[src/rtl/core/suc_mul.sv]
// Pipelined signed multiplier built as a chain of 32x32 partial-product cells.
module suc_mul #(
  parameter int unsigned WA = 33,
  parameter int unsigned WB = 33
) (
  input  logic                    clk_i,
  input  logic                    en_i,
  input  logic signed [WA-1:0]    a_i,
  input  logic signed [WB-1:0]    b_i,
  output logic signed [WA+WB-1:0] p_o
);

  localparam int unsigned NA = (WA + 31) / 32;
  localparam int unsigned NB = (WB + 31) / 32;
  localparam int unsigned NS = NA * NB;
  localparam int unsigned XA = NA * 32;
  localparam int unsigned XB = NB * 32;
  localparam int unsigned WP = WA + WB;

  logic [XA-1:0] ma_q  [NS+1];
  logic [XB-1:0] mb_q  [NS+1];
  logic          sg_q  [NS+1];
  logic [WP-1:0] acc_q [NS+1];
  logic signed [WP-1:0] p_q;
  logic [WA-1:0] abs_a;
  logic [WB-1:0] abs_b;

  // Split the operands into magnitude and sign.
  assign abs_a = a_i[WA-1] ? WA'(-a_i) : WA'(a_i);
  assign abs_b = b_i[WB-1] ? WB'(-b_i) : WB'(b_i);

  always_ff @(posedge clk_i) begin
    if (en_i) begin
      ma_q[0]  <= XA'(abs_a);
      mb_q[0]  <= XB'(abs_b);
      sg_q[0]  <= a_i[WA-1] ^ b_i[WB-1];
      acc_q[0] <= '0;
    end
  end

  // Each cell adds one aligned partial product and hands the operands on.
  for (genvar k = 0; k < NS; k++) begin : g_cell
    localparam int unsigned I = k / NB;
    localparam int unsigned J = k % NB;
    logic [63:0]       pp;
    logic [XA+XB-1:0]  sh;

    assign pp = ma_q[k][I*32 +: 32] * mb_q[k][J*32 +: 32];
    assign sh = (XA + XB)'(pp) << (32 * (I + J));

    always_ff @(posedge clk_i) begin
      if (en_i) begin
        ma_q[k+1]  <= ma_q[k];
        mb_q[k+1]  <= mb_q[k];
        sg_q[k+1]  <= sg_q[k];
        acc_q[k+1] <= acc_q[k] + WP'(sh);
      end
    end
  end

  // Restore the sign of the product.
  always_ff @(posedge clk_i) begin
    if (en_i) begin
      p_q <= sg_q[NS] ? -signed'(acc_q[NS]) : signed'(acc_q[NS]);
    end
  end

  assign p_o = p_q;

endmodule

[config.mk]
export PLATFORM = sky130hd
export DESIGN_NAME = suc_mul
export DESIGN_NICKNAME = d
export VERILOG_FILES = /design/src/rtl/core/suc_mul.sv
export SDC_FILE = /design/constraint.sdc
export NUM_CORES = 2
export LEC_CHECK = 0
export BUFFER_PORTS_ARGS = -buffer_cell sky130_fd_sc_hd__buf_2
export CAP_MARGIN = 20
export CORE_AREA = 4 4 297 299
export CTS_CLUSTER_DIAMETER = 60
export CTS_CLUSTER_SIZE = 28
export DETAILED_ROUTE_END_ITERATION = 8
export DIE_AREA = 0 0 301 303
export MAX_ROUTING_LAYER = met4
export PLACE_DENSITY = 0.91
export SLEW_MARGIN = 40
export SYNTH_ARGS = -nofsm -noshare
export SYNTH_HDL_FRONTEND = slang
export SYNTH_SLANG_ARGS = --single-unit
[constraint.sdc]
create_clock -name clk_i -period 9.3 [get_ports clk_i]
set_clock_uncertainty 0.2 [all_clocks]
set_input_delay 0.93 -clock clk_i [delete_from_list [all_inputs] [get_ports clk_i]]
set_output_delay 0.93 -clock clk_i [all_outputs]
set_load 0.005 [all_outputs]
Word level (Yosys, flattened, before mapping)
Memories as Yosys holds them, arrays and structs flattened.
Index checks and enable logic that the tools add are counted.
W data, S select, Z words.
Word-level totals
  bits of input ports: 68
  output and inout bits: 66
  logic and storage cells: 22
  bits in writable memories: 975
  register bits after elaboration: 66
  memories kept: 4
Cells by class
  multiply operators: 4
  bitwise logic cells: 1
  multiplexer cells: 5
  add/sub/neg operators: 7
Memory list
  acc_q: depth 5, bits a word 66, rd ports 5, clocked after Yosys merged registers in 0, wr ports 5, line 23  | logic [WP-1:0] acc_q [NS+1];
  ma_q: depth 5, bits a word 64, rd ports 4, clocked after Yosys merged registers in 0, wr ports 5, line 20  | logic [XA-1:0] ma_q [NS+1];
  mb_q: depth 5, bits a word 64, rd ports 4, clocked after Yosys merged registers in 0, wr ports 5, line 21  | logic [XB-1:0] mb_q [NS+1];
  sg_q: depth 5, bits a word 1, rd ports 5, clocked after Yosys merged registers in 0, wr ports 5, line 22  | logic sg_q [NS+1];
Operators by type and width (number)
  $add A66 B66 Y66: 3
  $mul A32 B32 Y34: 2
  $add A66 B64 Y66: 1
  $mux W33: 2
  $mux W66: 1
  $neg A33 Y33: 2
  $neg A66 Y66: 1
  $mul A32 B32 Y64: 1
  $mul A32 B32 Y2: 1
  $mux W1: 2
  $xor A1 B1 Y1: 1

Depth between registers and ports, before layout
An unclocked memory read counts as a cell.
  depth after elaboration: 3
  gate-level depth with buffers: 29
  depth with buffers taken out: 27

Worst setup path before layout
No wires, ideal clock.
  path kind: register to register
  start point: memory mb_q[0][17] (netlist bit)
  end point: memory acc_q[0][130] (netlist bit) (data pin)
  slack: 1.442 ns
  period minus slack after synthesis: 7.858 ns
  stages on the path, launching flop included: 28
  path buffers: 2
  required time: 8.824 ns
  setup time: 0.276 ns
  data arrival time: 7.383 ns
  cells stage by stage: edfxtp_1 > clkbuf_1 > and2_1 > fa_1 > inv_1 > fa_1 > inv_1 > fa_1 > inv_1 > fa_1 > inv_1 > fa_1 > fa_1 > fa_1 > inv_1 > fa_1 > inv_1 > ha_1 > clkbuf_1 > nand2_1 > nor4_1 > o2111ai_1 > a31oi_1 > o2111ai_1 > and3_1 > o41a_1 > o311ai_0 > xor2_1
RTL lines (line)
  start: declaration: 21
  end: declaration: 23

==> flow_metrics.env <==
export IMPL_die_y_um=303
export IMPL_route_detailed_drc=0
export IMPL_cp_start_kind="register"
export IMPL_fillers=5812
export IMPL_fin_ws_ps=407
export IMPL_ys_warn_count=0
export IMPL_finalWirelength_mm=139
export IMPL_numCtsBuffers=39
export IMPL_dieArea_um2=91200
export IMPL_cts_tree="done"
export IMPL_fmax_mhz=112
export IMPL_slew_headroom_pct=39.3
export IMPL_ys_flop_type="edfxtp_1"
export IMPL_status="complete, no violations"
export IMPL_cts_clk_slew_worst_paths_ps=100
export IMPL_area_growth_pct=6.49
export IMPL_start_util_pct=64.9
export IMPL_cts_resized=0
export IMPL_tightest_slew_ps=910
export IMPL_setup_viol=0
export IMPL_avgSynthCellArea_um2=10.5
export IMPL_instances_no_fill=6459
export IMPL_critical_path_class="reg2reg"
export IMPL_grt_max_degree=107
export IMPL_period_needed_ps=8890
export IMPL_yosys_register_bits=503
export IMPL_synthArstFlopShare_pct=0
export IMPL_yosysSeqAreaShare_pct=27.3
export IMPL_multiInputGateArea_um2=35800
export IMPL_regToRegStartpoint="ma_q[0][19]$_DFFE_PP_"
export IMPL_syn_nets=6549
export IMPL_first_global_vias=41397
export IMPL_fin_tns_setup_ps=0
export IMPL_postPlaceCellArea_um2=57300
export IMPL_dp_cells=6371
export IMPL_netlist_instances=5240
export IMPL_worstSetupEndpointType="register"
export IMPL_first_pass_iters=7
export IMPL_htreeDepth=2
export IMPL_drv_slew=0
export IMPL_worst_r2r_endpoint="acc_q[0][130]$_DFFE_PP_"
export IMPL_wl_per_cell_um=21.6
export IMPL_crit_path_max_fanout=21
export IMPL_critPathCapture="acc_q[0][130]$_DFFE_PP_"
export IMPL_dp_slack_ps=530
export IMPL_hold_class="reg2reg"
export IMPL_antenna_found_initial=8
export IMPL_hold_viol_final=0
export IMPL_design_core_area_um2=85100
export IMPL_rsz0062_at_grt="false"
export IMPL_r2r_worst_path_cells=24
export IMPL_ios=134
export IMPL_setup_worst_path_start="ma_q[0][19]$_DFFE_PP_"
export IMPL_r2r_setup_slack_ps=410
export IMPL_clock_path_buffers=3
export IMPL_grtUsageTotal_pct=32.4
export IMPL_grt_overflow_total=0
export IMPL_postRouteAntennaNets=0
export IMPL_cts_hold_buf=0
export IMPL_port_buffers=133
export IMPL_regArea_um2=15100
export IMPL_fin_nets=6585
export IMPL_grt_pass1_wl_mm=222
export IMPL_root_buffer="clkbuf_16"
export IMPL_vias_per_cell=5.93
export IMPL_gp_congestion=0.990
export IMPL_dp_hpwl_mm=108
export IMPL_cp_arrival_ps=9050
export IMPL_required_ps=9450
export IMPL_ys_types=62
export IMPL_die_w_um=301
export IMPL_timing_final_crit_share_pct=95.6
export IMPL_layout_drive_gt1_share_pct=6.35
export IMPL_cap_violations=0
export IMPL_cts_sinks=503
export IMPL_postCtsSetupBuffers=0
export IMPL_netlist_area_um2=55300
export IMPL_drt_iter0_drc=3864
export IMPL_via_count=38310
export IMPL_row_count=107
export IMPL_synth_edf_count=503
export IMPL_clock_latency_ps=610
export IMPL_final_cell_area_um2=58800
-- worst max-delay path: stages, from the launching register on --
cell and delay [ps]:
edfxtp_1 850, buf_4 480, and2_1 230, fa_1 430, fa_1 520, inv_1 50
fa_1 470, fa_1 540, inv_1 60, fa_1 550, fa_1 450, fa_1 500
inv_1 60, fa_1 490, inv_1 50, ha_1 430, nand2_1 160, nor2_1 230
nand3_1 110, a31oi_1 340, o2111ai_1 160, and3_1 270, o41a_1 440, o311ai_0 440
xor2_1 130
-- cells in the mapped netlist (4+ instances only) --
master / count / area (µm²)
a2111oi_0: 4 / 35.0
a211oi_1: 11 / 82.6
a21boi_0: 7 / 52.6
a21o_1: 60 / 450
a21oi_1: 153 / 766
a31o_2: 4 / 35.0
a31oi_1: 17 / 106
and2_1: 662 / 4140
and3_1: 12 / 75.1
clkbuf_1: 252 / 946
edfxtp_1: 503 / 15100
fa_1: 900 / 18000
ha_1: 341 / 4270
inv_1: 906 / 3400
nand2_1: 599 / 2250
nand2b_1: 21 / 131
nand3_1: 34 / 170
nand3b_1: 4 / 30.0
nand4_1: 27 / 169
nor2_1: 107 / 402
nor2b_1: 12 / 75.1
nor3_1: 35 / 175
nor4_1: 14 / 87.6
o211ai_1: 10 / 75.1
o21a_1: 20 / 150
o21ai_0: 112 / 561
o21bai_1: 19 / 143
o311ai_0: 5 / 43.8
o31ai_1: 41 / 308
o41ai_1: 17 / 149
or2_2: 7 / 43.8
or3_1: 19 / 119
or4_1: 13 / 97.6
or4_4: 4 / 45.0
xnor2_1: 190 / 1660
xor2_1: 54 / 473
-- cells in the final DEF (no fill, tap or decap), types with 6 or more instances in the layout --
cell type,instances
nor4_1,14
or3_1,19
a21o_1,60
xor2_1,54
nand4_1,27
o21a_1,20
and3_1,12
xnor2_1,190
clkbuf_16,39
buf_2,132
a21boi_0,7
a211oi_1,11
nor2b_1,12
nand2b_1,21
o31ai_1,41
diode_2,8
inv_1,906
and2_1,662
nand3_1,34
ha_1,341
o41ai_1,17
o211ai_1,10
a21oi_1,153
o21bai_1,19
nand2_1,599
a31oi_1,17
or2_2,7
buf_6,7
edfxtp_1,503
fa_1,900
nor3_1,35
clkinv_8,6
nor2_1,107
o21ai_0,112
or4_1,13
buf_4,99
-- registers in the layout (all words and copies together), names as in the netlist --
| signal | count |
|---|---|
| p_o | 66 |
| ma_q | 68 |
| mb_q | 100 |
| sg_q | 5 |
| acc_q | 264 |
-- how the worst min path moves through the flow --
stage	from	endpoint	cells after the start
after CTS	acc_q[0][246]$_DFFE_PP_	acc_q[0][312]$_DFFE_PP_	0
after detailed placement	acc_q[0][78]$_DFFE_PP_	acc_q[0][144]$_DFFE_PP_	0
final	acc_q[0][246]$_DFFE_PP_	acc_q[0][312]$_DFFE_PP_	0
after floorplan	acc_q[0][66]$_DFFE_PP_	acc_q[0][132]$_DFFE_PP_	0
after global routing	acc_q[0][141]$_DFFE_PP_	acc_q[0][207]$_DFFE_PP_	0
after global placement	acc_q[0][247]$_DFFE_PP_	acc_q[0][313]$_DFFE_PP_	0
-- metrics by stage --
step / hold slack [ps] / util [%]
3_5_place_dp: 205 / 67.3
4_1_cts: 211 / 68.9
5_1_grt: 224 / 69.1
2_1_floorplan: 200 / -
3_3_place_gp: 201 / 67.2
6_report: 213 / 69.1
-- logic make-up after synthesis --
kind of cell               after synthesis  synth area share [%]
AOI/OAI and AO/OA                      511                  5.89
xor gates and xnor gates               244                  3.87
and+or+nand+nor                       1582                  14.7
DFF                                    503                  27.3
adders and majority gates             1241                  40.3
buffers and inverters                 1159                  7.88
-- routing by layer --
layer / up-vias / wire length [µm] / GRT usage, % / share of wire (%)
met5: - / 0 / - / 0
met4: 0 / 6260 / 12.6 / 4.5
met3: 580 / 19400 / 11.5 / 14
met2: 2399 / 62900 / 49.8 / 45
met1: 18772 / 50700 / 39.8 / 36
li1: 16559 / - / - / -
-- final cells by class --
cell class / instances / share of cell area [%]
Sequential cell: 503 / 25.7
Multi-Input combinational cell: 3578 / 60.8
Inverter: 906 / 5.78
Clock inverter: 31 / 0.736
Tap cell: 1144 / 2.43
Antenna cell: 8 / 0.0340
Clock buffer: 41 / 1.67
Timing Repair Buffer: 248 / 2.83
Power is not shown: default switching activity piles up to over one toggle a cycle in this logic, so the estimate is an artifact.
