===== src/rtl/core/suc_delay.sv =====
// Shift line that keeps sideband data level with a pipelined unit.
module suc_delay #(
  parameter int unsigned W     = 8,
  parameter int unsigned DEPTH = 2
) (
  input  logic         clk_i,
  input  logic         en_i,
  input  logic [W-1:0] d_i,
  output logic [W-1:0] q_o
);

  logic [W-1:0] sr_q [DEPTH];

  // Advance the whole line whenever the pipeline moves.
  always_ff @(posedge clk_i) begin
    if (en_i) begin
      sr_q[0] <= d_i;
      for (int i = 1; i < DEPTH; i++) begin
        sr_q[i] <= sr_q[i-1];
      end
    end
  end

  assign q_o = sr_q[DEPTH-1];

endmodule


===== config.mk =====
export PLATFORM = sky130hd
export DESIGN_NAME = suc_delay
export DESIGN_NICKNAME = d
export VERILOG_FILES = /design/src/rtl/core/suc_delay.sv
export SDC_FILE = /design/constraint.sdc
export NUM_CORES = 1
export LEC_CHECK = 0
export BUFFER_PORTS_ARGS = -buffer_cell sky130_fd_sc_hd__buf_2
export CAP_MARGIN = 20
export CORE_AREA = 2 2 39 41
export DETAILED_ROUTE_END_ITERATION = 10
export DIE_AREA = 0 0 41 43
export PLACE_DENSITY = 0.73
export SETUP_SLACK_MARGIN = 0.5
export SLEW_MARGIN = 20
export SYNTH_ARGS = -nofsm -noshare
export SYNTH_HDL_FRONTEND = slang
export SYNTH_SLANG_ARGS = --single-unit

===== constraint.sdc =====
create_clock -name clk_i -period 1 [get_ports clk_i]
set_input_delay 0.2 -clock clk_i [delete_from_list [all_inputs] [get_ports clk_i]]
set_output_delay 0.2 -clock clk_i [all_outputs]
set_load 0.03 [all_outputs]

Word-level counts from Yosys, hierarchy flattened
Memories as Yosys holds them, arrays and structs flattened.
Index checks and enable logic that the tools add are counted.
- flip-flop bits (word level): 0
- bits in writable memories: 16
- input bits: 10
- output and inout bits: 8
- memories: 1
- memories (name ; depth ; width ; rd ports ; clocked after memory_dff ; write ports ; line ; text):
    sr_q ; 2 ; 8 ; 2 ; 0 ; 2 ; 12 ; logic [W-1:0] sr_q [DEPTH];
- muxes and demuxes: 2
- operators by type and width (operator ; number):
    $mux W1 ; 2

Longest topological paths before layout
Gate-level depths: netlist of run 1.
- word-level depth: 2
- gate-level depth with buffers: 1

Worst setup path after synthesis of run 1
OpenSTA, ideal clock, no wires.
- path type: register to output
- start: mem sr_q[1][0], in the netlist sr_q[0][8]
- end: out q_o[0]
- arrival time: 501 ps
- slack: 299 ps
- cell stages (with the launch flop): 2
- path buffers: 1
- cells stage by stage: edfxtp_1 buf_4
- RTL lines (element ; line ; text):
    start, declared ; 12 ;
    end, declared ; 9 ; output logic [W-1:0] q_o

==> qor.csv, run 1 <==
stage;metric;value;unit
floorplanning;die_w;41;um
run_status;violations;negative setup slack;
detailed_routing;wirelength;469;um
worst_setup_path;start_kind;flop;
layout;fin_area;661;um2
floorplanning;initial_core_util;39.1;%
flow_run;drv_cap;0;
timing;rsz0062_at_grt;true;
layout;top_register;sr_q;
floorplanning;die_area;1760;um2
grt;busiest_layer;met2;
place;port_buffers;17;
timing;slew_headroom;87.7;%
detailed_routing;viasPerCell;4.04;
place;place_area;586;um2
timing;timing.hold.ws;100;ps
layout;fill_cells;124;
logic_synthesis;ys_ff_latch;16;
worst_setup_path;critPathCaptureType;primary output;
grt;grt.overflow.total;0;
grt;grt_pass1_vias;188;
grt;antenna_found_initial;0;
power;power_leakage;0.000255;uW
timing;slew_viol_final;0;
timing;worst_slew_pin_slew;184;ps
grt;grt_use_met2;8.13;%
grt;met3_usage;1.57;%
cts;cts_hold_repair.buffers;0;
cts;ctsLongestPathBuffers;2;
worst_setup_path;cp.required;800;ps
cts;cts_made_buffers;3;
timing;finalClockSkew;0.243;ps
worst_setup_path;critPathTopFamily;flip-flops;
logic_synthesis;ys_seq_area_share;88.9;%
floorplanning;rows;14;
layout;top_regs;sr_q x16;
layout;seq_area;480;um2
logic_synthesis;synth.net_count;34;
cts;cts_tree;done;
timing;fin_ws;-7.89;ps
layout;largest_register_ffs;16;
grt;grt_max_degree;17;
worst_setup_path;crit_slowest_cell;edfxtp_1;
logic_synthesis;syn_area;541;um2
layout;final_common_cell;edfxtp_1;
timing;period_needed;1010;ps
timing;finalHoldViolCount;0;
cts;cts_sinks;16;
logic_synthesis;postSynthAreaPerCell;22.5;um2
power;max-vdd-ir-drop;0.000887;V
logic_synthesis;ys.warnings.count;0;
cts;clk_transition_reported_paths;80;ps
timing;setup_viol;3;
worst_setup_path;critPathKind;reg -> out;
floorplanning;ioPinCount;18;
layout;multi_input_area;0;um2
timing;max_freq;992;MHz
detailed_routing;drtPass1Iterations;1;
cts;htreeDepth;1;
power;power_density;1850;nW/um2
grt;grt_pass1_wl;703;um
cts;root_buffer;clkbuf_4;
detailed_routing;drtIter0Drc;0;
worst_setup_path;path_buf_inv;1;
detailed_routing;drcViolationCount;0;
worst_setup_path;cp_cell_sequence;buf_6;
detailed_routing;route.vias.total;210;
layout;multi_input_cells;0;
place;gp_congestion;0.597;
logic_synthesis;syn_inst;24;
worst_hold_path;hold_class;in -> reg;
detailed_routing;drtAntennaViolNets;0;
grt;grtUsageTotal;6.56;%
worst_setup_path;worstPathArrival;810;ps
worst_setup_path;critPathMaxFanout;1;
grt;met1_usage;8.00;%
floorplanning;dieHeight;43;um
floorplanning;core;1380;um2
cts;clock_latency;270;ps
layout;drive_above_1_share;55.6;%
logic_synthesis;netlist-cell-type-count;2;
timing;period_share;101;%
layout;syn_to_final_growth;22.2;%
layout;mostFrequentLayoutCells;16 x edfxtp_1, 8 x buf_2, 8 x buf_6, 3 x clkbuf_4, 1 x buf_4;
layout;antenna_cells;0;
layout;final_nets;48;
detailed_routing;wl_per_cell;9.02;um
worst_setup_path;critPathMaxStageDelay;390;ps
run_status;outcome;finished, violations left;
==> per-stage QoR <==
stage                     setup WS [ps]  power (uW)  cells  TNS (ps)  utilization [%]
after floorplan                     301         909     24         0                -
after detailed placement            166         912     49         0             42.3
final                             -7.89        1220     52     -21.0             47.7
after global placement              182         908     49         0             42.3
after global routing              -46.3        1280     52      -270             47.7
after CTS                         -23.9        1240     52      -121             47.7
==> cells in the mapped netlist, drive strengths merged <==
library cell	instances	area [um2]
buf	8	60.1
edfxtp	16	480
==> repair_timing <==
item	4_1_cts	5_1_grt
buffers inserted	0	0
endpoints found under the hold margin	0	0
cloned	0	0
setup endpoints to repair	32	16
gates resized for setup	17	0
==> cell type report <==
| class | instances | area share, % |
|---|---|---|
| clock buffer | 3 | 3.41 |
| tap | 16 | 3.03 |
| timing repair buffer | 17 | 20.8 |
| sequential | 16 | 72.7 |
==> cell families after synthesis <==
| kind of cell | after synthesis | share of synthesized area [%] |
|---|---|---|
| buffers and inverters | 8 | 11.1 |
| DFF | 16 | 88.9 |
==> per-layer routing <==
layer / routed length [um] / vias up
met3: 52 / 0
met5: 0 / -
li1: - / 105
met4: 0 / 0
met1: 172 / 90
met2: 244 / 15
==> power breakdown <==
group / leakage, uW / total [uW] / switching (uW) / internal [uW]
Sequential: 0.000157 / 810 / 15.1 / 795
Combinational: 0.0000847 / 116 / 63.8 / 51.8
Clock: 0.0000138 / 298 / 159 / 139
Total: 0.000255 / 1220 / 238 / 985
==> path summary, 6_finish.rpt <==
kind	from	end	slack (ps)	cells after the start
setup / recovery	sr_q[0][15]	q_o[7]	-8	1
hold / removal	d_i[4]	sr_q[0][4]	100	1
setup reg to reg	sr_q[0][0]	sr_q[0][8]	370	0
hold reg to reg	sr_q[0][5]	sr_q[0][13]	420	0
No activity file was read; power rests on OpenSTA's default activity.
==> inputs of run 2 (changes only) <==
- MAX_ROUTING_LAYER: not set -> met4
==> run 2 against run 1 <==
  * The flow still finishes with violations (negative setup slack)
  * Critical path type unchanged
  * Critical endpoint unchanged
  * Final area stayed put
  * Count of clock-buffer cells in the layout stayed put
  * Utilization stayed put
  * Clock power hardly changed
  * Sequential share of layout area stayed put
  * Largest cell class unchanged
==> qor.csv, run 2 (synthesis results as in run 1) <==
stage;metric;value;unit;change
run_status;outcome;finished, violations left;;
run_status;violations;negative setup slack;;
cts;cts_made_buffers;3;;unchanged
power;combPwrFrac;9.5;%;about the same
power;power_density;1850;nW/um2;about the same
timing;period_needed;1010;ps;-0.148 ps
detailed_routing;viasPerCell;4.00;;-0.95%
floorplanning;rows;14;;unchanged
worst_setup_path;cp_cell_sequence;buf_6;;
power;intPower;985;uW;about the same
layout;antenna_cells;0;;unchanged
power;power_leakage;0.000255;uW;unchanged
layout;multi_input_area;0;um2;unchanged
layout;mostFrequentLayoutCells;16 x edfxtp_1, 8 x buf_2, 8 x buf_6, 3 x clkbuf_4, 1 x buf_4;;
timing;worst_slew_pin_slew;187;ps;+2.63 ps
grt;grt.overflow.total;0;;unchanged
flow_run;drv_cap;0;;unchanged
place;port_buffers;17;;unchanged
place;placed_cells;49;;unchanged
floorplanning;core;1380;um2;unchanged
cts;ctsLongestPathBuffers;2;;unchanged
worst_setup_path;critPathMaxFanout;1;;unchanged
detailed_routing;wirelength;470;um;+0.21%
cts;root_buffer;clkbuf_4;;
timing;finalHoldViolCount;0;;unchanged
worst_setup_path;crit_slowest_cell;edfxtp_1;;
floorplanning;ioPinCount;18;;unchanged
grt;antenna_found_initial;0;;unchanged
layout;seq_area;480;um2;unchanged
layout;multi_input_cells;0;;unchanged
worst_setup_path;cp.required;800;ps;about the same
power;clockPowerShare;24.4;%;about the same
power;netSwitchingPower;239;uW;+0.35%
worst_setup_path;worstPathArrival;810;ps;about the same
layout;drive_above_1_share;55.6;%;unchanged
floorplanning;initial_core_util;39.1;%;unchanged
layout;final_common_cell;edfxtp_1;;
layout;fill_cells;124;;unchanged
power;max-vdd-ir-drop;0.000889;V;+0.32%
power;finalPower;1220;uW;about the same
worst_setup_path;critPathTopFamily;flip-flops;;
worst_setup_path;start_kind;flop;;
timing;slew_headroom;87.6;%;-0.18 points
layout;top_regs;sr_q x16;;
floorplanning;dieHeight;43;um;unchanged
grt;grt_max_degree;17;;unchanged
cts;htreeDepth;1;;unchanged
floorplanning;die_w;41;um;unchanged
layout;top_register;sr_q;;
power;switching_share;19.5;%;+0.056 points
timing;period_share;101;%;about the same
layout;final_cells;52;;unchanged
detailed_routing;wl_per_cell;9.04;um;+0.21%
cts;clock_latency;270;ps;about the same
layout;final_nets;48;;unchanged
worst_setup_path;critPathMaxStageDelay;390;ps;about the same
grt;grt_pass1_wl;703;um;unchanged
timing;finalClockSkew;0.243;ps;+0.000388 ps
detailed_routing;drtIter0Drc;0;;unchanged
cts;clk_transition_reported_paths;80;ps;about the same
layout;largest_register_ffs;16;;unchanged
cts;cts_sinks;16;;unchanged
layout;syn_to_final_growth;22.2;%;unchanged
worst_setup_path;path_buf_inv;1;;unchanged
detailed_routing;route.vias.total;208;;-0.95%
timing;max_freq;992;MHz;about the same
floorplanning;die_area;1760;um2;unchanged
cts;cts_hold_repair.buffers;0;;unchanged
cts;cts_tree;done;;
timing;rsz0062_at_grt;true;;
worst_hold_path;hold_class;in -> reg;;
timing;setup_viol;3;;unchanged
worst_setup_path;critPathCaptureType;primary output;;
timing;fin_ws;-7.75;ps;+0.148 ps
worst_setup_path;critPathKind;reg -> out;;
grt;grt_pass1_vias;187;;-0.53%
place;post-place-ws;166;ps;unchanged
detailed_routing;drtPass1Iterations;1;;unchanged
detailed_routing;drtAntennaViolNets;0;;unchanged
detailed_routing;drcViolationCount;0;;unchanged
grt;grtUsageTotal;6.73;%;+0.17 points
timing;slew_viol_final;0;;unchanged
power;p_seq_share;66.1;%;about the same
place;gp_congestion;0.601;;+0.62%
run 2: cell counts in the layout (fill, tap and decap cells not counted):
Identical to the previous run, type by type.
run 2: what timing repair did:
action                                  CTS  global route
endpoints found under the setup margin   32            16
gates resized for setup                  17             0
endpoints found under the hold margin     0             0
buffers inserted                          0             0
run 2: final cells by class:
| type | count | area share [%] |
|---|---|---|
| Clock buffer | 3 | 3.41 |
| Sequential cell | 16 | 72.7 |
| Timing Repair Buffer | 17 | 20.8 |
| Tap cell | 16 | 3.03 |
run 2: per-stage QoR:
stage          setup TNS (ps)  area [um2]  hold WS [ps]  utilization [%]
2_1_floorplan               0         571           299                -
3_3_place_gp                0         586           377             42.3
3_5_place_dp                0         586           378             42.3
4_1_cts                  -121         661          91.4             47.7
5_1_grt                  -270         661          87.3             47.7
6_report                -20.5         661           100             47.7
run 2: power groups by stage:
stage,combinational [uW],sequential (uW),clock (uW)
final,116,810,299
after global routing,124,815,337
after CTS,117,811,312
after detailed placement,91.3,821,0
after global placement,90.3,818,0
after floorplan,87.1,822,0
run 2: layer usage:
layer  global-route usage, %  wire length (um)  up-vias
li1                        -                 -      105
met1                    8.00               175       88
met2                    8.13               242       15
met3                    1.57                52        0
met4                    8.00                 0        0
met5                       -                 0        -
run 2: final timing paths:
path,slack (ps),start,depth (start not counted),endpoint
hold reg to reg,420,sr_q[0][5],0,sr_q[0][13]
setup reg to reg,370,sr_q[0][0],0,sr_q[0][8]
setup / recovery,-8,sr_q[0][15],1,q_o[7]
hold / removal,100,d_i[4],1,sr_q[0][4]
