`src/rtl/core/suc_pkg.sv`:
```
// Shared widths, codes, constants and sideband types of the unit-sphere crossing pipeline.
package suc_pkg;

  // Operand and result widths of the Q16.16 datapath.
  localparam int unsigned CW    = 32;          // one coordinate or time
  localparam int unsigned TW    = CW + 1;      // difference of two coordinates
  localparam int unsigned AW    = 66;          // V.V, unsigned
  localparam int unsigned BW    = 66;          // P0.V, signed
  localparam int unsigned PW    = 68;          // operands of the second product row
  localparam int unsigned DW    = 2 * PW;      // B*B and A*C
  localparam int unsigned DKW   = 98;          // bits of a non-negative discriminant
  localparam int unsigned RADW  = DKW + 64;    // radicand D * 2^64
  localparam int unsigned ROOTW = RADW / 2;    // one root bit per cell
  localparam int unsigned REMW  = ROOTW + 2;   // partial remainder of the root
  localparam int unsigned NW    = 100;         // -B * 2^32 -/+ S
  localparam int unsigned NUMW  = TW + NW;     // dt * N
  localparam int unsigned DENW  = AW + 32;     // A * 2^32
  localparam int unsigned QW    = 35;          // quotient bits before the time must saturate

  // Pipeline depth of each multiplier: input, one stage per 32x32 partial product, sign.
  localparam int unsigned LAT_M1 = 2 + ((TW + 31) / 32) * ((TW + 31) / 32);
  localparam int unsigned LAT_M2 = 2 + ((PW + 31) / 32) * ((PW + 31) / 32);
  localparam int unsigned LAT_M3 = 2 + ((TW + 31) / 32) * ((NW + 31) / 32);

  // Radius 1.0 squared in raw units, and the limits of a saturated time.
  localparam logic signed [PW-1:0] RADIUS_SQ = 68'sh0_0000_0001_0000_0000;
  localparam logic signed [CW-1:0] TIME_MAX  = 32'sh7FFF_FFFF;
  localparam logic signed [CW-1:0] TIME_MIN  = 32'sh8000_0000;

  typedef enum logic [1:0] {
    ST_MISS  = 2'd0,
    ST_HIT   = 2'd1,
    ST_DEGEN = 2'd2
  } status_e;

  // Sideband carried past the first product row.
  typedef struct packed {
    logic signed [CW-1:0] t0;
    logic signed [TW-1:0] dt;
    logic                 degen;
  } side1_t;

  // Sideband carried past the second product row.
  typedef struct packed {
    logic signed [CW-1:0] t0;
    logic signed [TW-1:0] dt;
    logic                 degen;
    logic [AW-1:0]        a;
    logic signed [BW-1:0] b;
  } side3_t;

  // Sideband carried past the square-root chain.
  typedef struct packed {
    logic signed [CW-1:0] t0;
    logic signed [TW-1:0] dt;
    logic                 degen;
    logic                 miss;
    logic [AW-1:0]        a;
    logic signed [BW-1:0] b;
  } side4_t;

  // Sideband carried past the third product row.
  typedef struct packed {
    logic signed [CW-1:0] t0;
    logic                 degen;
    logic                 miss;
    logic [AW-1:0]        a;
  } side5_t;

  // Sideband carried past the divider chains.
  typedef struct packed {
    logic signed [CW-1:0] t0;
    logic                 degen;
    logic                 miss;
    logic                 neg_e;
    logic                 neg_x;
    logic                 ovf_e;
    logic                 ovf_x;
  } side6_t;

  // One finished result.
  typedef struct packed {
    status_e              status;
    logic signed [CW-1:0] entry_time;
    logic signed [CW-1:0] exit_time;
  } result_t;

endpackage

```
`src/rtl/core/suc_sqrt_cell.sv`:
```
// One cell of the square-root chain: settles one root bit from two radicand bits.
module suc_sqrt_cell (
  input  logic                       clk_i,
  input  logic                       en_i,
  input  logic [suc_pkg::RADW-1:0]   rad_i,
  input  logic [suc_pkg::REMW-1:0]   rem_i,
  input  logic [suc_pkg::ROOTW-1:0]  root_i,
  output logic [suc_pkg::RADW-1:0]   rad_o,
  output logic [suc_pkg::REMW-1:0]   rem_o,
  output logic [suc_pkg::ROOTW-1:0]  root_o
);
  import suc_pkg::*;

  logic [REMW-1:0]  rem2;
  logic [REMW-1:0]  trial;
  logic             ge;
  logic [RADW-1:0]  rad_q;
  logic [REMW-1:0]  rem_q;
  logic [ROOTW-1:0] root_q;

  // Bring down the next bit pair and try 4*root + 1 against the remainder.
  assign rem2  = {rem_i[REMW-3:0], rad_i[RADW-1 -: 2]};
  assign trial = {root_i, 2'b01};
  assign ge    = rem2 >= trial;

  always_ff @(posedge clk_i) begin
    if (en_i) begin
      rad_q  <= rad_i << 2;
      rem_q  <= ge ? rem2 - trial : rem2;
      root_q <= {root_i[ROOTW-2:0], ge};
    end
  end

  assign rad_o  = rad_q;
  assign rem_o  = rem_q;
  assign root_o = root_q;

endmodule

```
`config.mk`:
```
export PLATFORM = sky130hd
export DESIGN_NAME = suc_sqrt_cell
export DESIGN_NICKNAME = d
export VERILOG_FILES = /design/src/rtl/core/suc_pkg.sv /design/src/rtl/core/suc_sqrt_cell.sv
export SDC_FILE = /design/constraint.sdc
export NUM_CORES = 1
export LEC_CHECK = 0
export BUFFER_PORTS_ARGS = -buffer_cell sky130_fd_sc_hd__clkbuf_2
export CAP_MARGIN = 25
export CORE_AREA = 2 2 254 256
export DETAILED_ROUTE_END_ITERATION = 12
export DIE_AREA = 0 0 256 258
export PLACE_DENSITY_LB_ADDON = 0.25
export SYNTH_ARGS = -nofsm -noshare
export SYNTH_HDL_FRONTEND = slang
export SYNTH_SLANG_ARGS = --single-unit
```
`constraint.sdc`:
```
create_clock -name clk_i -period 10.3 [get_ports clk_i]
set_input_delay 1.545 -clock clk_i [delete_from_list [all_inputs] [get_ports clk_i]]
set_output_delay 1.545 -clock clk_i [all_outputs]
set_load 0.02 [all_outputs]
```
==> After elaboration in Yosys (flattened, before gate mapping) <==
Index checks and enable logic that the tools add are counted.
{ "classes": {"add_sub_neg": 1, "mux": 1, "magnitude_cmp": 1} }
{ "ops": {"columns": ["op", "count"], "rows": [
  ["83-bit greater-or-equal comparator", 1],
  ["83-bit 2-to-1 mux", 1],
  ["83-bit subtractor", 1]
]} }
{ "totals": {"out_inout_bits": 326, "register_bits": 324, "inputBits": 328, "word_cells": 6} }

==> Longest topological paths before layout <==
{ "depth": {"word_depth": 2, "mapped_depth": 17, "ltp_nobuf": 14} }

==> Least setup slack after synthesis <==
No wires, ideal clock.
{ "synth_timing": {"path_kind": "input-to-reg", "from": "input root_i[16] (netlist bit)", "to": "register rem_q[77] (netlist: rem_o[77]) (data pin)", "setup_slack_ps": 5811, "required_time_ps": 10038, "t_arrival_ps": 4227, "setup_time_ps": 262, "n_path_buf": 2, "stages": 15, "cell_sequence": "inv_1 > ha_1 > buf_4 > nand4_2 > nor3_2 > nand3_1 > o211ai_2 > a21oi_2 > o31ai_4 > a31oi_4 > o31ai_4 > a21oi_4 > inv_4 > buf_6 > mux2_1"} }
{ "synth_via": {"elab_chain_cells": 2, "word_cells_on_any_way": 3, "cone_classes": "add/sub (1); order compare (1); mux (1)"} }
{ "synth_lines": {"columns": ["item", "line", "rtl"], "rows": [
  ["start: declaration", "suc_sqrt_cell.sv:7", "input logic [suc_pkg::ROOTW-1:0] root_i,"],
  ["83-bit subtractor or 83-bit greater-or-equal comparator (tied branches)", "suc_sqrt_cell.sv:29, suc_sqrt_cell.sv:24", null],
  ["83-bit 2-to-1 mux (*)", "suc_sqrt_cell.sv:29", "rem_q <= ge ? rem2 - trial : rem2;"],
  ["end signal: assignment", "suc_sqrt_cell.sv:29", null],
  ["end: declaration", "suc_sqrt_cell.sv:18", "logic [REMW-1:0] rem_q;"]
]} }
Every way passes the cells marked *; elsewhere a longest branch is shown, timed or not.
A chain may end at the register's enable or synchronous reset.

==> Worst setup path after layout <==
{ "layout_timing": {"from": "input root_i[16] (netlist bit)", "to": "register rem_q[51] (netlist: rem_o[51]) (data pin)"} }
Same word-level chain as after synthesis.

==> flow_metrics.py <==
metrics = {
    "clocking": {
        "cts_buffers": 40,
        "clock-root-buffer": "clkbuf_16",
        "cts_max_path_buffers": 3,
        "clock-sinks": 324,
        "clkSlewWorstSetupHoldPaths_ps": 60,
        "cts_hold_buf": 0,
        "cts_resized": 0,
        "tritoncts": "yes",
        "h-tree-depth": 2,
        "cts_setup_buffers": 0,
    },
    "final_layout": {
        "syn_to_final_growth_pct": 32.5,
        "final_util_pct": 34.1,
        "nFillCells": 6490,
        "final_cell_mix": "clkbuf_2, edfxtp_1, a21oi_1",
        "nNetsFinal": 2361,
        "final_common_cell": "clkbuf_2",
        "drive_above_1_share_pct": 42.3,
    },
    "grt": {
        "grt_max_degree": 166,
        "track_usage_pct": 16.3,
        "grt-ovfl-total": 0,
        "grt_pass1_wl_um": 81900,
        "antenna_found_initial": 8,
        "grt_pass1_vias": 13158,
    },
    "worst_hold_path": {
        "holdCritStartpoint": "rad_i[69]",
        "hp-class": "in2reg",
    },
    "yosys": {
        "synth-simple-area-share_pct": 8.71,
        "synth-seq-area-share_pct": 59.4,
        "synth_edf_count": 324,
        "synthCells": 1300,
        "syn_area_um2": 16400,
        "synth_xor_area_share_pct": 4.12,
        "synthAdderAreaFrac_pct": 6.35,
        "synthArstFlopShare_pct": 0,
        "synthFlopType": "edfxtp_1",
        "synth_mux_area_share_pct": 1.50,
        "yosysWarnings": 0,
        "synth_compound_area_share_pct": 15.2,
        "avgSynthCellArea_um2": 12.6,
        "synth_cell_types": 79,
        "synth_top_family_by_area": "compound AO/OA/AOI/OAI gates",
        "ys_ff_latch": 324,
    },
    "drt": {
        "drt-initial-drc-count": 823,
        "drc": 0,
        "post_drt_wl_per_cell_um": 19.7,
        "viasPerCell": 4.55,
        "ant_nets": 0,
        "totalWireLength_um": 56000,
        "drtPass1Iterations": 8,
        "dr_total_vias": 12916,
    },
    "power_and_ir_drop": {
        "leakage_nw": 9.43,
        "vdd_ir_drop_max_v": 0.000112,
        "power_density_nw_per_um2": 180,
    },
    "floorplan": {
        "die_w_um": 256,
        "die_h_um": 258,
        "initial_utilization_pct": 25.7,
        "row_count": 93,
        "dieArea_um2": 66000,
        "core_um2": 63600,
        "ioPinCount": 654,
    },
    "timing": {
        "min_period_ps": 5850,
        "worstMarginPinSlew_ps": 1090,
        "hold_viol_final": 0,
        "setup_tns_ps": 0,
        "rsz0062_at_grt": "false",
        "slew_headroom_pct": 27.3,
        "timing.fmax_mhz": 171,
        "drv_slew": 0,
        "setup-violations-final": 0,
        "min_period_over_period_pct": 56.8,
    },
    "critical_path": {
        "crit_path_end_kind": "register",
        "worstSetupPathType": "in2reg",
        "cp_data_arrival_time_ps": 6150,
        "crit_start": "root_i[16]",
        "crit_path_end": "rem_o[51]$_DFFE_PP_",
        "cp.required_ps": 10610,
        "start_kind": "primary input",
        "crit_fanout": 56,
    },
    "job": {
        "cap_violations": 0,
    },
    "placed_design": {
        "io_buffer_count": 649,
        "gp_congestion": 0.863,
        "dp_hpwl_um": 45100,
    },
    "run_status": {
        "outcome": "finished clean",
    },
}
==> routing by layer <==
layer  GRT usage (%)  wire length [µm]  vias up
met2            30.5             29900      503
met4            5.18              1340        6
met3            4.66              3910       83
met5               0                34        -
met1            17.6             20800     6184
li1                -                 -     6140
==> critical path, stage by stage <==
cell      delay (ps)
clkbuf_2         100
inv_1             40
ha_1             450
nand4_2          160
nor3_2           250
nand3_1          130
o211ai_2         280
a21oi_2          180
o31ai_4          490
a31oi_4          230
o31ai_4          440
a21oi_4          240
inv_6            390
buf_4            750
mux2_4           350
==> power by group <==
group | switching (mW) | internal, mW | total (mW)
Clock | 0.586 | 0.797 | 1.38
Sequential | 0.0340 | 1.61 | 1.64
Combinational | 0.567 | 0.305 | 0.872
Total | 1.19 | 2.71 | 3.89
==> metrics by stage <==
| stage | power [mW] | worst slack (ps) | cells | hold WS, ps | area (µm²) |
|---|---|---|---|---|---|
| after global routing | 4.08 | 4180 | 2839 | 1130 | 21700 |
| after CTS | 3.96 | 4440 | 2836 | 1110 | 21700 |
| after detailed placement | 2.55 | 3850 | 2763 | 1720 | 20400 |
| final | 3.89 | 4450 | 2841 | 1160 | 21700 |
| after global placement | 2.54 | 3840 | 2763 | 1720 | 20400 |
| after floorplan | 2.22 | 5810 | 1301 | 1640 | 16400 |
==> how the worst min path moves through the flow <==
stage | cells after the start | slack, ps | endpoint
3_3_place_gp | 1 | 1720 | rad_o[139]$_DFFE_PP_
2_1_floorplan | 0 | 1640 | rad_o[100]$_DFFE_PP_
4_1_cts | 1 | 1110 | rad_o[94]$_DFFE_PP_
5_1_grt | 1 | 1130 | rad_o[116]$_DFFE_PP_
6_report | 1 | 1160 | rad_o[71]$_DFFE_PP_
3_5_place_dp | 1 | 1720 | rad_o[144]$_DFFE_PP_
==> sequential cells by signal, summed over array words and instances, names as in the netlist <==
signal and count:
rem_o 83, root_o 81, rad_o 160
==> kinds of logic (layout without fill, tap and decap cells) <==
| kind of cell | after synthesis | after routing |
|---|---|---|
| mux | 19 | 19 |
| xor+xnor | 77 | 77 |
| flops | 324 | 324 |
| simple gates | 279 | 279 |
| fa+ha+maj | 83 | 83 |
| buf+inv | 156 | 836 |
| compound gates | 361 | 361 |
| other cells | 1 | 7 |
==> cells in the mapped netlist (3+ instances only) <==
master      n  area [µm²]
nand4_1    26         163
nand2b_1    8        50.1
a21boi_0    3        22.5
buf_6       7        78.8
o21ai_0    42         210
o21ai_1     9        45.0
xor2_1     27         236
a21o_1     43         323
a21oi_2    40         350
a211oi_1    3        22.5
nor2_2     40         250
o221ai_1    4        35.0
a211o_1     3        26.3
nor2b_1     6        37.5
or4_1       4        30.0
nor4_1      4        25.0
o211ai_1    5        37.5
a31oi_1    14        87.6
nand2_1    61         229
ha_1       83        1040
mux2_4      9         135
o21ai_2     4        35.0
inv_1     109         409
and2_1      3        18.8
mux2_1      6        67.6
buf_12      5         100
a21oi_1   118         591
edfxtp_1  324        9730
clkbuf_1   16        60.1
o31ai_1     5        37.5
and4_1      4        35.0
nor3_1     16        80.1
xnor2_1    50         438
buf_4       8        60.1
o21a_1      9        67.6
a221oi_1    4        35.0
buf_2      10        50.1
nand3_1    14        70.1
a31o_2      3        26.3
o21bai_1   24         180
or3_1       9        56.3
nor2_1     68         255
and3_1      6        37.5
==> final cells by class <==
cell class | count | area (µm²) | area share (%)
repair buffers | 653 | 3300 | 15.2
flip-flops and latches | 324 | 9730 | 44.9
clock inverters | 27 | 251 | 1.16
clock buffers | 46 | 1020 | 4.72
multi-input cells | 821 | 5880 | 27.1
inverters | 110 | 418 | 1.93
diodes | 5 | 12.5 | 0.0577
well taps | 855 | 1070 | 4.93
Note: power is estimated with default switching activity, not from simulation.
