File: config.mk
export PLATFORM = sky130hd
export DESIGN_NAME = suc_div_cell
export DESIGN_NICKNAME = d
export VERILOG_FILES = /design/src/rtl/core/suc_pkg.sv /design/src/rtl/core/suc_div_cell.sv
export SDC_FILE = /design/constraint.sdc
export NUM_CORES = 1
export LEC_CHECK = 0
export BUFFER_PORTS_ARGS = -buffer_cell sky130_fd_sc_hd__buf_2
export CORE_AREA = 2 2 210 212
export DETAILED_ROUTE_END_ITERATION = 10
export DIE_AREA = 0 0 212 214
export GPL_TIMING_DRIVEN = 0
export PLACE_DENSITY = 0.74
export SLEW_MARGIN = 10
export SYNTH_ARGS = -nofsm -noshare
export SYNTH_HDL_FRONTEND = slang
export SYNTH_SLANG_ARGS = --single-unit
File: constraint.sdc
create_clock -name clk_i -period 4.7 [get_ports clk_i]
set_clock_uncertainty 0.05 [all_clocks]
set_input_delay 0.94 -clock clk_i [delete_from_list [all_inputs] [get_ports clk_i]]
set_output_delay 0.94 -clock clk_i [all_outputs]
set_load 0.005 [all_outputs]
File: src/rtl/core/suc_pkg.sv
// Shared widths, codes, constants and sideband types of the unit-sphere crossing pipeline.
package suc_pkg;

  // Operand and result widths of the Q16.16 datapath.
  localparam int unsigned CW    = 32;          // one coordinate or time
  localparam int unsigned TW    = CW + 1;      // difference of two coordinates
  localparam int unsigned AW    = 66;          // V.V, unsigned
  localparam int unsigned BW    = 66;          // P0.V, signed
  localparam int unsigned PW    = 68;          // operands of the second product row
  localparam int unsigned DW    = 2 * PW;      // B*B and A*C
  localparam int unsigned DKW   = 98;          // bits of a non-negative discriminant
  localparam int unsigned RADW  = DKW + 64;    // radicand D * 2^64
  localparam int unsigned ROOTW = RADW / 2;    // one root bit per cell
  localparam int unsigned REMW  = ROOTW + 2;   // partial remainder of the root
  localparam int unsigned NW    = 100;         // -B * 2^32 -/+ S
  localparam int unsigned NUMW  = TW + NW;     // dt * N
  localparam int unsigned DENW  = AW + 32;     // A * 2^32
  localparam int unsigned QW    = 35;          // quotient bits before the time must saturate

  // Pipeline depth of each multiplier: input, one stage per 32x32 partial product, sign.
  localparam int unsigned LAT_M1 = 2 + ((TW + 31) / 32) * ((TW + 31) / 32);
  localparam int unsigned LAT_M2 = 2 + ((PW + 31) / 32) * ((PW + 31) / 32);
  localparam int unsigned LAT_M3 = 2 + ((TW + 31) / 32) * ((NW + 31) / 32);

  // Radius 1.0 squared in raw units, and the limits of a saturated time.
  localparam logic signed [PW-1:0] RADIUS_SQ = 68'sh0_0000_0001_0000_0000;
  localparam logic signed [CW-1:0] TIME_MAX  = 32'sh7FFF_FFFF;
  localparam logic signed [CW-1:0] TIME_MIN  = 32'sh8000_0000;

  typedef enum logic [1:0] {
    ST_MISS  = 2'd0,
    ST_HIT   = 2'd1,
    ST_DEGEN = 2'd2
  } status_e;

  // Sideband carried past the first product row.
  typedef struct packed {
    logic signed [CW-1:0] t0;
    logic signed [TW-1:0] dt;
    logic                 degen;
  } side1_t;

  // Sideband carried past the second product row.
  typedef struct packed {
    logic signed [CW-1:0] t0;
    logic signed [TW-1:0] dt;
    logic                 degen;
    logic [AW-1:0]        a;
    logic signed [BW-1:0] b;
  } side3_t;

  // Sideband carried past the square-root chain.
  typedef struct packed {
    logic signed [CW-1:0] t0;
    logic signed [TW-1:0] dt;
    logic                 degen;
    logic                 miss;
    logic [AW-1:0]        a;
    logic signed [BW-1:0] b;
  } side4_t;

  // Sideband carried past the third product row.
  typedef struct packed {
    logic signed [CW-1:0] t0;
    logic                 degen;
    logic                 miss;
    logic [AW-1:0]        a;
  } side5_t;

  // Sideband carried past the divider chains.
  typedef struct packed {
    logic signed [CW-1:0] t0;
    logic                 degen;
    logic                 miss;
    logic                 neg_e;
    logic                 neg_x;
    logic                 ovf_e;
    logic                 ovf_x;
  } side6_t;

  // One finished result.
  typedef struct packed {
    status_e              status;
    logic signed [CW-1:0] entry_time;
    logic signed [CW-1:0] exit_time;
  } result_t;

endpackage

File: src/rtl/core/suc_div_cell.sv
// One cell of a restoring divider chain: decides quotient bit K.
module suc_div_cell #(
  parameter int unsigned K = 0
) (
  input  logic                      clk_i,
  input  logic                      en_i,
  input  logic [suc_pkg::NUMW-1:0]  r_i,
  input  logic [suc_pkg::DENW-1:0]  d_i,
  input  logic [suc_pkg::QW-1:0]    q_i,
  output logic [suc_pkg::NUMW-1:0]  r_o,
  output logic [suc_pkg::DENW-1:0]  d_o,
  output logic [suc_pkg::QW-1:0]    q_o
);
  import suc_pkg::*;

  logic [NUMW:0]   trial;
  logic            ge;
  logic [QW-1:0]   q_d;
  logic [NUMW-1:0] r_q;
  logic [DENW-1:0] d_q;
  logic [QW-1:0]   q_q;

  // Compare the remainder with the divisor weighted by this bit.
  assign trial = (NUMW + 1)'(d_i) << K;
  assign ge    = {1'b0, r_i} >= trial;

  always_comb begin
    q_d    = q_i;
    q_d[K] = ge;
  end

  always_ff @(posedge clk_i) begin
    if (en_i) begin
      r_q <= ge ? r_i - trial[NUMW-1:0] : r_i;
      d_q <= d_i;
      q_q <= q_d;
    end
  end

  assign r_o = r_q;
  assign d_o = d_q;
  assign q_o = q_q;

endmodule
# Word-level counts from Yosys, hierarchy flattened
# Cells that the tools add are included.
[word_totals]
ff_bits = 266
inputBits = 268
output_inout_bits = 266
wordCells = 6
[op_classes]
add_sub_neg = 1
order_cmp = 1
muxes = 1
[op_table]
columns = ["op", "count"]
rows = [
  ["$ge 133x98->1", 1],
  ["$mux 133", 1],
  ["$sub 133x98->133", 1],
]

# Longest topological paths before layout
# Gate-level depths: netlist (run 1).
[depth]
word_depth = 2
ltp_mapped = 16
ltp_nobuf = 13

# Worst setup path before layout (run 1)
# No wires, ideal clock.
[synth_path]
path_kind = "input to register"
start = "in d_i[38] in the netlist's numbering"
end = "reg r_q[128], in the netlist r_o[128] (data pin)"
setup_ns = 0.267
t_arrival_ns = 3.594
required_time_ns = 4.383
path_slack_ns = 0.789
path_stages = 12
n_path_buf = 2
cell_sequence = "inv_1 ha_1 buf_2 nand4_1 nor4_1 nand4_1 a211oi_4 nor2_8 buf_6 or3_4 a311oi_2 xor2_1"
[synth_via]
elab_chain_len = 2
word_cells_on_any_way = 3
cone_classes = "add/sub: 1; order compare: 1; mux: 1"
[synth_lines]
columns = ["element", "line_no", "text"]
rows = [
  ["from (decl)", "suc_div_cell.sv:8", "input logic [suc_pkg::DENW-1:0] d_i,"],
  ["$sub 133x98->133 / $ge 133x98->1 (equally long branches)", "suc_div_cell.sv:34, suc_div_cell.sv:25", ""],
  ["$mux 133 (*)", "suc_div_cell.sv:34", "r_q <= ge ? r_i - trial[NUMW-1:0] : r_i;"],
  ["to (signal assigned)", "suc_div_cell.sv:34", ""],
  ["to (decl)", "suc_div_cell.sv:19", "logic [NUMW-1:0] r_q;"],
]
# Every way passes the cells marked *; elsewhere a longest branch is shown, timed or not.
# A chain may end at the register's enable or synchronous reset.

# Worst setup path after layout (run 1)
[layout_path]
start = "in r_i[0] in the netlist's numbering"
end = "reg r_q[118], in the netlist r_o[118] (data pin)"
[layout_via]
elab_chain_len = 2
word_cells_on_any_way = 3
cone_classes = "add/sub: 1; order compare: 1; mux: 1"
[layout_lines]
columns = ["element", "line_no", "text"]
rows = [
  ["from (decl)", "suc_div_cell.sv:7", "input logic [suc_pkg::NUMW-1:0] r_i,"],
  ["$sub 133x98->133 / $ge 133x98->1 (equally long branches)", "suc_div_cell.sv:34, suc_div_cell.sv:25", ""],
  ["$mux 133 (*)", "suc_div_cell.sv:34", ""],
]
# Marks and branches as above.

==> flow_summary_export.csv, run 1 <==
group,metric,value,unit
pwr,power.density,327,mW/mm2
floorplan,die_y,214,um
logic_synthesis,synth_area,0.0171,mm2
logic_synthesis,synth_ff_type,"edfxtp_1",
setup_path,path_cells,"buf_2, inv_1, ha_1, fa_1, nand2b_1, a21oi_1, o211ai_1, o2111ai_1, nand4_1, a21boi_1, o211ai_1, and2_1, o21ai_1, xnor2_1",
floorplan,io_pins,534,
layout,multi_input_area,0.00833,mm2
setup_path,arrival,4.86,ns
floorplan,num_rows,76,
pwr,power.leakage,9.12,nW
sta,worst_pin_slew,1.28,ns
setup_path,crit_fanout,4,
logic_synthesis,yosysTopAreaCell,"edfxtp_1",
grt,overflow,0,
layout,nets,2727,
grt,first_global_vias,16100,
drt,top_layer,"met5",
status,status,"finished clean",
drt,dr.pass1.iters,6,
logic_synthesis,async_reset_ff_frac,0,
clock_tree,clockBufferDepth,3,
clock_tree,cts_tree,"done",
placement,dp_hpwl,50.5,mm
drt,met2WireLength,29.5,mm
setup_path,critPathKind,"in -> reg",
layout,final_cell_area,0.0215,mm2
clock_tree,clkTransAtPathRegs,0.06,ns
setup_path,crit_path_start_kind,"primary input",
grt,grt_max_degree,121,
logic_synthesis,ys_top_cells_by_area,"edfxtp_1 (47%), ha_1 (7.2%), o21ai_0 (5.4%), nand2_1 (5.1%), a21oi_1 (4.5%)",
layout,regArea,0.00799,mm2
setup_path,end_kind,"flip-flop",
setup_path,max_stage_delay,0.50,ns
clock_tree,cts_made_buffers,29,
grt,grt_pass1_wl,92.7,mm
layout,final.fill_count,4029,
logic_synthesis,yosysSeqAreaShare,0.468,
drt,via_count,16200,
logic_synthesis,synth.distinct_cells,81,
logic_synthesis,yosys_warnings,0,
logic_synthesis,syn_inst,1794,
logic_synthesis,ys_seq_elements,266,
job,max_cap_violations,0,
drt,routed-wl-met3,4.71,mm
sta,tns,0,ns
sta,finalHoldWorstSlack,0.492,ns
clock_tree,htree_levels,1,
layout,drive_gt1_frac,0.277,
setup_path,worstPathRequired,4.96,ns
drt,wirelength_met1,26.0,mm
layout,area_growth,26.2,%
sta,slew_violations,0,
drt,ant_nets,0,
sta,relSlewSlack,0.138,
placement,place_congestion,0.937,
layout,final_core_util,0.502,
logic_synthesis,synth_nets,2161,
grt,grtUsageTotal,0.263,
setup_path,crit_top_cell,"o211ai_1",
sta,fin_crit,4.59,ns
drt,routed_wl,61.7,mm
sta,rsz0062_at_grt,"no",
min_path,hold_path_class,"in -> reg",
drt,drc,0,
clock_tree,cts_sinks,266,
sta,period_share,0.977,
logic_synthesis,synth_edf_count,266,
logic_synthesis,synth_top_area_frac,0.468,
logic_synthesis,synth.avg_cell_area,9.51,um2
clock_tree,cts_hold_buf,0,
drt,wire_per_inst,20.8,um
sta,setup_viol_count_final,0,
pwr,ir_drop,0.272,mV
floorplan,initial_utilization,0.398,
placement,port_buffers,531,
sta,finalHoldViolations,0,
drt,initialDrtViolationCount,1439,
sta,fmax,218,MHz
pwr,power,0.00704,W
floorplan,die_area,0.0454,mm2
clock_tree,ctsRootBufferMaster,"clkbuf_16",
floorplan,coreArea,0.0429,mm2
drt,via_per_inst,5.45,
grt,antenna_found_initial,5,
placement,placed_cell_area,0.0205,mm2
setup_path,slowest_stage,"a21boi_1",
floorplan,die_w,212,um
==> cell families after synthesis <==
logic type      Yosys count  synth area share
flops                   266             0.468
fa+ha+maj                99            0.0731
buf+inv                 196            0.0466
mux                       7           0.00448
compound gates          504             0.177
xor+xnor                126            0.0647
simple gates            596             0.166
==> through the flow <==
| step | cells | setup slack, ns |
|---|---|---|
| 2_1_floorplan | 1794 | 0.789 |
| 5_1_grt | 2967 | 0.0137 |
| 4_1_cts | 2963 | 0.0141 |
| 3_3_place_gp | 2910 | -0.960 |
| 3_5_place_dp | 2912 | -0.882 |
| 6_report | 2968 | 0.107 |
==> per-layer routing <==
metal / GRT usage / up-vias
met1: 0.344 / 7696
met3: 0.0440 / 96
li1: - / 7689
met5: 0 / -
met4: 0.0653 / 4
met2: 0.452 / 697
==> worst max-delay path, delay by kind of cell <==
family | cells | cell delay (ns)
AOI/OAI and AO/OA | 6 | 2.19
and+or+nand+nor | 3 | 0.86
adders and majority gates | 2 | 0.64
buffers and inverters | 2 | 0.12
xor gates and xnor gates | 1 | 0.10
==> layout make-up <==
cell class / count / area share
diodes: 3 / 0.000349
plain buffers: 71 / 0.0151
clock buffers: 33 / 0.0344
clock inverters: 18 / 0.00936
inverters: 125 / 0.0219
multi-input cells: 1332 / 0.387
flip-flops and latches: 266 / 0.371
well taps: 585 / 0.0340
repair buffers: 535 / 0.127
==> worst paths after layout <==
kind              startpoint            endpoint  slack (ns)  cells past startpoint
hold / removal        q_i[5]    q_o[5]$_DFFE_PP_        0.49                      1
setup / recovery      r_i[0]  r_o[118]$_DFFE_PP_        0.11                     14
==> layout by cell type, fill, tap and decap left out, drive strengths merged, types with 67 or more instances in the layout <==
| master | Yosys | routed |
|---|---|---|
| ha | 98 | 98 |
| inv | 125 | 126 |
| clkbuf | 40 | 74 |
| edfxtp | 266 | 266 |
| xor2 | 67 | 67 |
| nor2 | 145 | 145 |
| a21oi | 153 | 153 |
| o21ai | 186 | 186 |
| nand2 | 234 | 234 |
| buf | 31 | 565 |
==> Yosys cell counts, types with 5 or more instances <==
| library cell | number |
|---|---|
| edfxtp_1 | 266 |
| nand2_1 | 232 |
| o21ai_0 | 184 |
| a21oi_1 | 152 |
| nor2_1 | 142 |
| inv_1 | 124 |
| ha_1 | 98 |
| xor2_1 | 67 |
| nand4_1 | 65 |
| xnor2_1 | 59 |
| a21o_1 | 43 |
| clkbuf_1 | 40 |
| nor3_1 | 31 |
| buf_2 | 27 |
| nand3_1 | 21 |
| nor4_1 | 20 |
| a31oi_1 | 16 |
| or3_1 | 14 |
| o21bai_1 | 13 |
| o31ai_1 | 12 |
| nand2b_1 | 11 |
| o21a_1 | 9 |
| a211oi_1 | 8 |
| a31o_2 | 8 |
| and3_1 | 8 |
| o211ai_1 | 8 |
| or2_2 | 8 |
| a21boi_0 | 7 |
| and2_1 | 7 |
| mux2_2 | 5 |
| nor2b_1 | 5 |
| or4_1 | 5 |
==> timing repair <==
item / CTS / global route
resized for setup: 3 / 6
pin swaps: 0 / 2
buffers inserted: 0 / 2
cloned: 0 / 0
endpoints found under the setup margin: 31 / 86
==> power breakdown <==
part	total [W]	switching [W]	internal [W]
Combinational	0.00174	0.00106	0.000677
Clock	0.00228	0.000939	0.00135
Sequential	0.00302	0.0000680	0.00295
==> sequential cells by signal, indices dropped and copies added (netlist names) <==
register  cells
d_o          98
r_o         133
q_o          35
Note: power is estimated with default switching activity, not from simulation.
==> run 2, diff against run 1 <==
Settings changed: GPL_TIMING_DRIVEN 0 to not set.
==> run 2 against run 1 <==
Against the previous run: critical path depth did not move; final cell count rose by 0.44%; flip-flop and latch count did not move; first-iteration DRC count fell by 21%; die area did not move; global-route usage fell by 0.39 points; via count fell by 0.23%; maximum frequency rose by 11%; critical endpoint is now r_o[121]$_DFFE_PP_; largest cell class unchanged.
==> flow_summary_export.csv, run 2 (synthesis gave the netlist of run 1 again) <==
group,metric,value,unit
layout,layout_commonest_cell,"buf_2",
sta,tns,0,ns
drt,dr.pass1.iters,5,
layout,largest_reg_flops,133,
status,status,"finished clean",
sta,setup_viol_count_final,0,
clock_tree,ctsRootBufferMaster,"clkbuf_16",
drt,initialDrtViolationCount,1133,
setup_path,end_kind,"flip-flop",
pwr,power.leakage,9.28,nW
sta,rsz0062_at_grt,"no",
pwr,power.density,318,mW/mm2
layout,layout_common_cells,"buf_2 (531), edfxtp_1 (266), nand2_1 (232)",
grt,grtUsageTotal,0.259,
placement,place_congestion,0.912,
sta,fin_crit,4.14,ns
drt,ant_nets,0,
sta,period_share,0.881,
clock_tree,cts_sinks,266,
grt,grt_max_degree,110,
floorplan,io_pins,534,
drt,wire_per_inst,20.4,um
clock_tree,clkTransAtPathRegs,0.06,ns
clock_tree,cts_made_buffers,29,
sta,worst_pin_slew,0.913,ns
floorplan,num_rows,76,
layout,final.fill_count,4061,
floorplan,coreArea,0.0429,mm2
sta,finalHoldViolations,0,
clock_tree,post-cts-setup-buffers,0,
layout,drive_gt1_frac,0.294,
drt,via_count,16100,
min_path,hold_path_class,"in -> reg",
sta,fmax,242,MHz
grt,antenna_found_initial,5,
setup_path,crit_fanout,4,
drt,drc,0,
layout,nets,2736,
grt,overflow,0,
setup_path,arrival,4.38,ns
grt,first_global_vias,16100,
floorplan,die_area,0.0454,mm2
drt,routed_wl,60.7,mm
sta,relSlewSlack,0.391,
clock_tree,cts_hold_buf,0,
sta,slew_violations,0,
floorplan,die_w,212,um
layout,area_growth,26.9,%
setup_path,critPathKind,"in -> reg",
grt,grt_pass1_wl,92.1,mm
setup_path,crit_path_start_kind,"primary input",
clock_tree,htree_levels,1,
clock_tree,cts_tree,"done",
placement,dp_hpwl,49.6,mm
sta,setup_ws,0.561,ns
clock_tree,clockBufferDepth,3,
job,max_cap_violations,0,
floorplan,die_y,214,um
floorplan,initial_utilization,0.398,
placement,pre_cts_ws,0.0768,ns
pwr,ir_drop,0.283,mV
clock_tree,post_cts_resized,0,
setup_path,worstPathRequired,4.94,ns
drt,via_per_inst,5.42,
placement,port_buffers,532,
## run 2: per-layer routing
| layer | share of wire | GRT usage |
|---|---|---|
| met1 | 0.42 | 0.337 |
| met2 | 0.48 | 0.441 |
| met3 | 0.081 | 0.0518 |
| met4 | 0.022 | 0.0655 |
| met5 | 0.00021 | 0 |
## run 2: final timing paths
check | depth (start not counted) | end | slack, ns | startpoint
setup / recovery | 14 | r_o[121]$_DFFE_PP_ | 0.56 | d_i[26]
hold / removal | 1 | q_o[34]$_DFFE_PP_ | 0.49 | q_i[34]
## run 2: power by group
group | internal, W | switching, W | leakage [nW] | total, W
registers | 0.00295 | 0.0000710 | 2.60 | 0.00302
clock network | 0.00113 | 0.000956 | 0.425 | 0.00208
logic | 0.000731 | 0.00106 | 6.25 | 0.00179
total | 0.00481 | 0.00208 | 9.28 | 0.00689
## run 2: final cells by class
class | instances | area (um2) | share of cell area
well taps | 585 | 732 | 0.0338
inverters | 125 | 472 | 0.0218
clock buffers | 31 | 733 | 0.0339
clock inverters | 23 | 121 | 0.00561
diodes | 4 | 10.0 | 0.000462
multi-input cells | 1332 | 8270 | 0.382
flip-flops and latches | 266 | 7990 | 0.369
repair buffers | 615 | 3320 | 0.153
## run 2: stage by stage
| stage | hold slack [ns] | total power [W] | instance area [um2] | instances | util |
|---|---|---|---|---|---|
| floorplan | 0.989 | 0.00397 | 17100 | 1794 | - |
| global placement | 1.07 | 0.00481 | 20800 | 2923 | 0.485 |
| detailed placement | 1.07 | 0.00483 | 20800 | 2923 | 0.485 |
| CTS | 0.465 | 0.00692 | 21600 | 2977 | 0.505 |
| global route | 0.471 | 0.00722 | 21600 | 2980 | 0.505 |
| finish | 0.492 | 0.00689 | 21600 | 2981 | 0.505 |
## run 2: worst max-delay path, stage by stage
cell       delay [ns]
buf_2            0.10
inv_1            0.04
ha_1             0.36
a21oi_1          0.22
o21ai_0          0.14
a221oi_1         0.48
o21ai_0          0.33
a2111oi_2        0.37
buf_4            0.21
a211oi_1         0.13
o31ai_2          0.33
nand3_1          0.26
nor4_1           0.34
xor2_1           0.13
